`src/rtl/rld16_pkg.sv`:
```
// shared types, command codes and pixel helpers for the line-reference rle decoder
package rld16_pkg;

    // field widths
    localparam int IMG_W_W  = 11;
    localparam int IMG_H_W  = 12;
    localparam int CFG_W    = 12;
    localparam int GRP_N    = 16;
    localparam int PIX_W    = 16;
    localparam int RUN_W    = 10;

    // reset values of the image size registers
    localparam logic [IMG_W_W-1:0] WIDTH_RST  = 11'd640;
    localparam logic [IMG_H_W-1:0] HEIGHT_RST = 12'd480;

    // register indexes
    localparam logic REG_WIDTH  = 1'b0;
    localparam logic REG_HEIGHT = 1'b1;

    // stream command bytes
    localparam logic [7:0] CMD_LIT_MAX = 8'hF7;
    localparam logic [7:0] CMD_COPY_1  = 8'hFF;
    localparam logic [7:0] CMD_COPY_2  = 8'hFE;
    localparam logic [7:0] CMD_REP     = 8'hFD;
    localparam logic [7:0] CMD_PAIR    = 8'hFC;
    localparam logic [7:0] CMD_UPLEFT  = 8'hFB;
    localparam logic [7:0] CMD_UPRIGHT = 8'hFA;
    localparam logic [7:0] CMD_SPLIT   = 8'hF9;
    localparam logic [7:0] CMD_ESC     = 8'hF8;

    typedef enum logic [3:0] {
        ST_CMD,
        ST_LIT_HI,
        ST_ESC_LO,
        ST_COUNT,
        ST_P_LO,
        ST_P_HI,
        ST_Q_LO,
        ST_Q_HI,
        ST_F9_HI,
        ST_F9_LO,
        ST_RD,
        ST_RUN
    } state_t;

    typedef enum logic [1:0] {
        SRC_CONST,
        SRC_ALT,
        SRC_MEM
    } src_t;

    // controller to datapath
    typedef struct packed {
        logic ld_held;
        logic ld_code;
        logic ld_run_len;
        logic ld_high;
        logic ld_first;
        logic start_lit;
        logic start_fb;
        logic start_fa;
        logic start_copy;
        logic start_rep;
        logic start_pair;
        logic start_f9;
        logic rd;
        logic emit;
        logic finish;
    } ctl_cmd_t;

    // datapath to controller
    typedef struct packed {
        logic [7:0] code;
        logic       col_full;
        logic       final_pix;
        logic       out_free;
        logic       src_mem;
        logic       f9_more;
    } dp_stat_t;

    // high part of a split pixel
    function automatic logic [15:0] split_high(input logic [7:0] b);
        split_high = {b[7:5], 2'b00, b[4:3], 4'b0000, b[2:0], 2'b00};
    endfunction

    // low part of a split pixel
    function automatic logic [15:0] split_low(input logic [7:0] b);
        split_low = {3'b000, b[7:6], 2'b00, b[5:2], 3'b000, b[1:0]};
    endfunction

    // slot of the row k rows above the current one
    function automatic logic [1:0] slot_back(input logic [1:0] slot, input logic [1:0] k);
        logic [2:0] s;
        s = {1'b0, slot} + 3'd3 - {1'b0, k};
        if (s >= 3'd3)
        begin
            s = s - 3'd3;
        end
        slot_back = s[1:0];
    endfunction

endpackage

```
`src/rtl/rld16_ctrl.sv`:
```
// byte parser and run sequencer for the line-reference rle decoder
module rld16_ctrl import rld16_pkg::*; (
    input  logic       clk,
    input  logic       rst_n,
    input  logic       cfg_we,
    input  logic       in_valid,
    output logic       in_ready,
    input  logic [7:0] in_byte,
    input  dp_stat_t   stat,
    output ctl_cmd_t   cmd
);

    state_t state_reg, state_next;
    logic   f9_mode_reg, f9_mode_next;
    logic   parse_st;
    logic   acc;
    logic   is_copy;
    logic   run_done;

    // parse states take bytes
    always_comb
    begin
        unique case (state_reg)
            ST_RD, ST_RUN: parse_st = 1'b0;
            default:       parse_st = 1'b1;
        endcase
    end

    assign in_ready = parse_st;
    assign acc      = in_valid && parse_st;
    assign is_copy  = (stat.code == CMD_COPY_1) || (stat.code == CMD_COPY_2);
    assign run_done = stat.col_full || (stat.out_free && stat.final_pix);

    // next state
    always_comb
    begin
        state_next   = state_reg;
        f9_mode_next = f9_mode_reg;
        if (cfg_we)
        begin
            state_next   = ST_CMD;
            f9_mode_next = 1'b0;
        end
        else
        begin
            unique case (state_reg)
                ST_CMD:
                begin
                    if (acc)
                    begin
                        f9_mode_next = 1'b0;
                        if (in_byte <= CMD_LIT_MAX)
                        begin
                            state_next = ST_LIT_HI;
                        end
                        else if (in_byte == CMD_UPLEFT || in_byte == CMD_UPRIGHT)
                        begin
                            state_next = ST_RD;
                        end
                        else if (in_byte == CMD_ESC)
                        begin
                            state_next = ST_ESC_LO;
                        end
                        else
                        begin
                            state_next = ST_COUNT;
                        end
                    end
                end
                ST_LIT_HI:
                begin
                    if (acc)
                    begin
                        state_next   = ST_RUN;
                        f9_mode_next = 1'b0;
                    end
                end
                ST_ESC_LO:
                begin
                    if (acc)
                    begin
                        state_next = ST_LIT_HI;
                    end
                end
                ST_COUNT:
                begin
                    if (acc)
                    begin
                        f9_mode_next = 1'b0;
                        if (is_copy)
                        begin
                            state_next = ST_RD;
                        end
                        else if (stat.code == CMD_REP || stat.code == CMD_PAIR)
                        begin
                            state_next = ST_P_LO;
                        end
                        else
                        begin
                            state_next = ST_F9_HI;
                        end
                    end
                end
                ST_P_LO:
                begin
                    if (acc)
                    begin
                        state_next = ST_P_HI;
                    end
                end
                ST_P_HI:
                begin
                    if (acc)
                    begin
                        state_next = (stat.code == CMD_PAIR) ? ST_Q_LO : ST_RUN;
                    end
                end
                ST_Q_LO:
                begin
                    if (acc)
                    begin
                        state_next = ST_Q_HI;
                    end
                end
                ST_Q_HI:
                begin
                    if (acc)
                    begin
                        state_next = ST_RUN;
                    end
                end
                ST_F9_HI:
                begin
                    if (acc)
                    begin
                        state_next = ST_F9_LO;
                    end
                end
                ST_F9_LO:
                begin
                    if (acc)
                    begin
                        state_next   = ST_RUN;
                        f9_mode_next = 1'b1;
                    end
                end
                ST_RD:
                begin
                    state_next = ST_RUN;
                end
                ST_RUN:
                begin
                    if (run_done)
                    begin
                        state_next = (f9_mode_reg && stat.f9_more) ? ST_F9_LO : ST_CMD;
                    end
                    else if (stat.out_free && stat.src_mem)
                    begin
                        state_next = ST_RD;
                    end
                end
                default:
                begin
                    state_next = ST_CMD;
                end
            endcase
        end
    end

    // datapath commands
    always_comb
    begin
        cmd = '0;
        if (!cfg_we)
        begin
            unique case (state_reg)
                ST_CMD:
                begin
                    if (acc)
                    begin
                        if (in_byte <= CMD_LIT_MAX)
                        begin
                            cmd.ld_held = 1'b1;
                        end
                        else if (in_byte == CMD_UPLEFT)
                        begin
                            cmd.start_fb = 1'b1;
                        end
                        else if (in_byte == CMD_UPRIGHT)
                        begin
                            cmd.start_fa = 1'b1;
                        end
                        else if (in_byte != CMD_ESC)
                        begin
                            cmd.ld_code = 1'b1;
                        end
                    end
                end
                ST_LIT_HI:  cmd.start_lit = acc;
                ST_ESC_LO:  cmd.ld_held   = acc;
                ST_COUNT:
                begin
                    cmd.start_copy = acc && is_copy;
                    cmd.ld_run_len = acc && !is_copy;
                end
                ST_P_LO:    cmd.ld_held = acc;
                ST_P_HI:
                begin
                    cmd.ld_first  = acc && (stat.code == CMD_PAIR);
                    cmd.start_rep = acc && (stat.code != CMD_PAIR);
                end
                ST_Q_LO:    cmd.ld_held    = acc;
                ST_Q_HI:    cmd.start_pair = acc;
                ST_F9_HI:   cmd.ld_high    = acc;
                ST_F9_LO:   cmd.start_f9   = acc;
                ST_RD:      cmd.rd         = 1'b1;
                ST_RUN:
                begin
                    cmd.emit   = !stat.col_full && stat.out_free;
                    cmd.finish = run_done && !(f9_mode_reg && stat.f9_more);
                end
                default:    cmd = '0;
            endcase
        end
    end

    // state registers
    always_ff @(posedge clk or negedge rst_n)
    begin
        if (!rst_n)
        begin
            state_reg   <= ST_CMD;
            f9_mode_reg <= 1'b0;
        end
        else
        begin
            state_reg   <= state_next;
            f9_mode_reg <= f9_mode_next;
        end
    end

endmodule

```
`config.mk`:
```
export PLATFORM = sky130hd
export DESIGN_NAME = rld16_ctrl
export DESIGN_NICKNAME = d
export VERILOG_FILES = /design/src/rtl/rld16_pkg.sv /design/src/rtl/rld16_ctrl.sv
export SDC_FILE = /design/constraint.sdc
export NUM_CORES = 1
export LEC_CHECK = 0
export BUFFER_PORTS_ARGS = -buffer_cell sky130_fd_sc_hd__buf_2
export CORE_MARGIN = 2
export CORE_UTILIZATION = 38
export DETAILED_ROUTE_END_ITERATION = 8
export HOLD_SLACK_MARGIN = 0.12
export PLACE_DENSITY = 0.74
export SKIP_CTS_REPAIR_TIMING = 1
export SLEW_MARGIN = 10
export SYNTH_ARGS = -nofsm -noshare
export SYNTH_HDL_FRONTEND = slang
export SYNTH_SLANG_ARGS = --single-unit
```
`constraint.sdc`:
```
create_clock -name clk -period 1.6 [get_ports clk]
set_input_delay 0.24 -clock clk [delete_from_list [all_inputs] [get_ports clk]]
set_output_delay 0.24 -clock clk [all_outputs]
set_load 0.03 [all_outputs]
```
==> flow_summary.yaml <==
place:
  place_ws_ns: -0.217
  hpwl_mm: 2.14
  port_buffers: 40
  place.gp.congestion: 0.960
cts:
  cts-root-buf: "clkbuf_4"
  cts_tree: "yes"
  path_clk_slew_ns: 0.05
  ctsHtreeMaxLevel: 1
  numClockSinks: 5
  clock_latency_ns: 0.25
  tritoncts.num_buffers: 3
  clockBufferDepth: 2
floorplan:
  die-width_um: 46.8
  row_count: 15
  die_h_um: 46.8
  start_util_pct: 40.2
  pin_count: 41
  coreArea_um2: 1730
  dieArea_um2: 2190
cells_and_area:
  finish.utilization_pct: 86.7
  final_cell_mix: "buf_4, buf_2, buf_6"
  area_growth_syn_to_layout_pct: 116
  layout.nets: 195
  diodes: 0
  largest_reg_flops: 4
  final_common_cell: "buf_4"
  drive_gt1_share_pct: 63.9
timing:
  fin_crit_ns: 2.01
  relSlewSlack_pct: 71.7
  worstMarginPinSlew_ns: 0.425
  finalWorstSetupSlack_ns: -0.415
  fmax_mhz: 496
  timing.final.crit_share_pct: 126
  drv_slew: 0
  rsz0062_at_grt: "true"
  finalHoldViolations: 0
  setup_viol: 20
  skew_ns: 0.00204
logic_synthesis:
  syn_inst: 97
  yosysTopAreaCellShare_pct: 18.0
  yosys.area.top_type: "dfrtp_1"
  synthArstFlopShare_pct: 100
  synth_nets: 122
  ys.warnings.count: 0
  synthDistinctLibCells: 44
  yosysSeqAreaShare_pct: 18.0
  synth_edf_count: 0
  avgSynthCellArea_um2: 7.16
  synth_ff_type: "dfrtp_1"
  synth_area_um2: 694
  ys_top_cells_by_area: "dfrtp_1, nor3_1, nand2_1, nor2_1, o21a_1"
  ys_ff_latch: 5
detailed_routing:
  routed_wl_mm: 3.67
  dr.pass1.iters: 4
  wl_met1_mm: 1.42
  vias: 1176
  highest_layer: "met4"
  vias_per_cell: 6.06
  drtIter0Drc: 34
  drcViolationCount: 0
  met2_length_mm: 1.83
  drtAntennaViolNets: 0
  wire_per_inst_um: 18.9
  wl_met3_um: 285
worst_hold_path:
  min_path_type: "in -> async"
global_route:
  grt_start_max_net_pins: 17
  grt_overflow_total: 0
  track_usage_pct: 25.3
  antenna_found_initial: 0
  grt_pass1_vias: 912
  grt_first_pass_wirelength_mm: 3.96
power_and_ir_drop:
  combPwrFrac_pct: 74.5
  power_density_nw_per_um2: 957
  power_frac_seq_pct: 14.3
  clkPwrFrac_pct: 11.2
  power.total_mw: 1.43
  swShare_pct: 45.8
  ir_worst_vdd_uv: 633
  p_int_uw: 776
  p_switching_uw: 657
  p_leak_nw: 0.704
worst_setup_path:
  end_kind: "output port"
  critPathMaxStageDelay_ns: 0.46
  worstPathCellList: "nor2_2 > nand2_1 > or4_4 > buf_6 > nor3_4 > buf_6"
  crit_type: "reg -> out"
  worst_ep_required_time_ns: 1.36
  critical_path_arrival_ns: 1.77
  crit_slowest_cell: "or4_4"
  path_buf_inv: 2
  crit_path_start_kind: "flip-flop"
  r2r_slack_ns: -0.22
  critPathTopFamily: "simple AND/OR/NAND/NOR gates"
  cpMostUsedCell: "buf_6"
  critPathMaxFanout: 2
status:
  violations: "negative setup slack"
  outcome: "finished with violations"
job:
  maxCapViolations: 0
cell families (layout without fill, tap and decap cells):
| family | count (synthesis) | count (layout) | share of synthesized area (%) |
|---|---|---|---|
| flip-flops | 5 | 5 | 18.0 |
| AO/OA/AOI/OAI | 29 | 29 | 32.6 |
| AND/OR/NAND/NOR | 53 | 53 | 42.7 |
| buffers and inverters | 9 | 81 | 5.40 |
| XOR/XNOR | 1 | 1 | 1.26 |
routing by layer:
metal | vias up | track usage (%)
met5 | - | 0
met4 | 0 | 6.11
met3 | 21 | 3.85
met2 | 79 | 42.8
met1 | 559 | 34.1
li1 | 517 | -
power groups by stage:
stage / logic [mW] / clock network [mW] / registers, mW
after CTS: 0.717 / 0.160 / 0.184
after global routing: 1.12 / 0.169 / 0.209
after global placement: 0.695 / 0 / 0.187
final: 1.07 / 0.160 / 0.206
after detailed placement: 0.711 / 0 / 0.186
after floorplan: 0.416 / 0 / 0.185
worst register-to-register path: stages, from the launching register on:
cell       delay [ns]
dfrtp_1          0.39
buf_4            0.25
nand4b_4         0.19
nor3_4           0.07
a2111oi_4        0.46
o311ai_2         0.21
o211ai_1         0.15
final timing paths:
| path | depth (start not counted) | from | endpoint |
|---|---|---|---|
| max | 6 | state_reg[2]$_DFFE_PN0P_ | cmd[8] |
| min | 2 | rst_n | state_reg[2]$_DFFE_PN0P_ |
| max reg2reg | 6 | state_reg[2]$_DFFE_PN0P_ | state_reg[0]$_DFFE_PN0P_ |
| min reg2reg | 1 | f9_mode_reg$_DFFE_PN0P_ | f9_mode_reg$_DFFE_PN0P_ |
| max in group asynchronous | 2 | rst_n | state_reg[1]$_DFFE_PN0P_ |
| min in group clk | 3 | stat[0] | state_reg[0]$_DFFE_PN0P_ |
layout make-up:
| type | count | area, µm² |
|---|---|---|
| well taps | 25 | 31.3 |
| flip-flops and latches | 5 | 128 |
| clock buffers | 4 | 26.3 |
| fillers | 103 | 229 |
| repair buffers | 73 | 552 |
| multi-input cells | 83 | 746 |
| inverters | 4 | 15.0 |
synth_stat cells (3+ instances only):
| library cell | instances |
|---|---|
| buf_2 | 3 |
| dfrtp_1 | 5 |
| nand4_1 | 3 |
| inv_1 | 4 |
| nand2_1 | 10 |
| nand2b_1 | 3 |
| nor2b_1 | 3 |
| nand3_1 | 3 |
| o21a_1 | 4 |
| a21oi_1 | 4 |
| nor2_1 | 8 |
| nor3_1 | 8 |
per-stage QoR:
step / setup TNS (ns) / instance area (µm²) / cells / hold slack (ns)
6_report: -4.24 / 1500 / 194 / 0.337
5_1_grt: -5.15 / 1500 / 194 / 0.368
4_1_cts: -4.82 / 1190 / 183 / -0.200
3_5_place_dp: -1.31 / 1170 / 179 / 0.0677
3_3_place_gp: -1.10 / 1170 / 179 / 0.0624
2_1_floorplan: -1.42 / 792 / 97 / -0.0556
(Power assumes the default switching activity.)
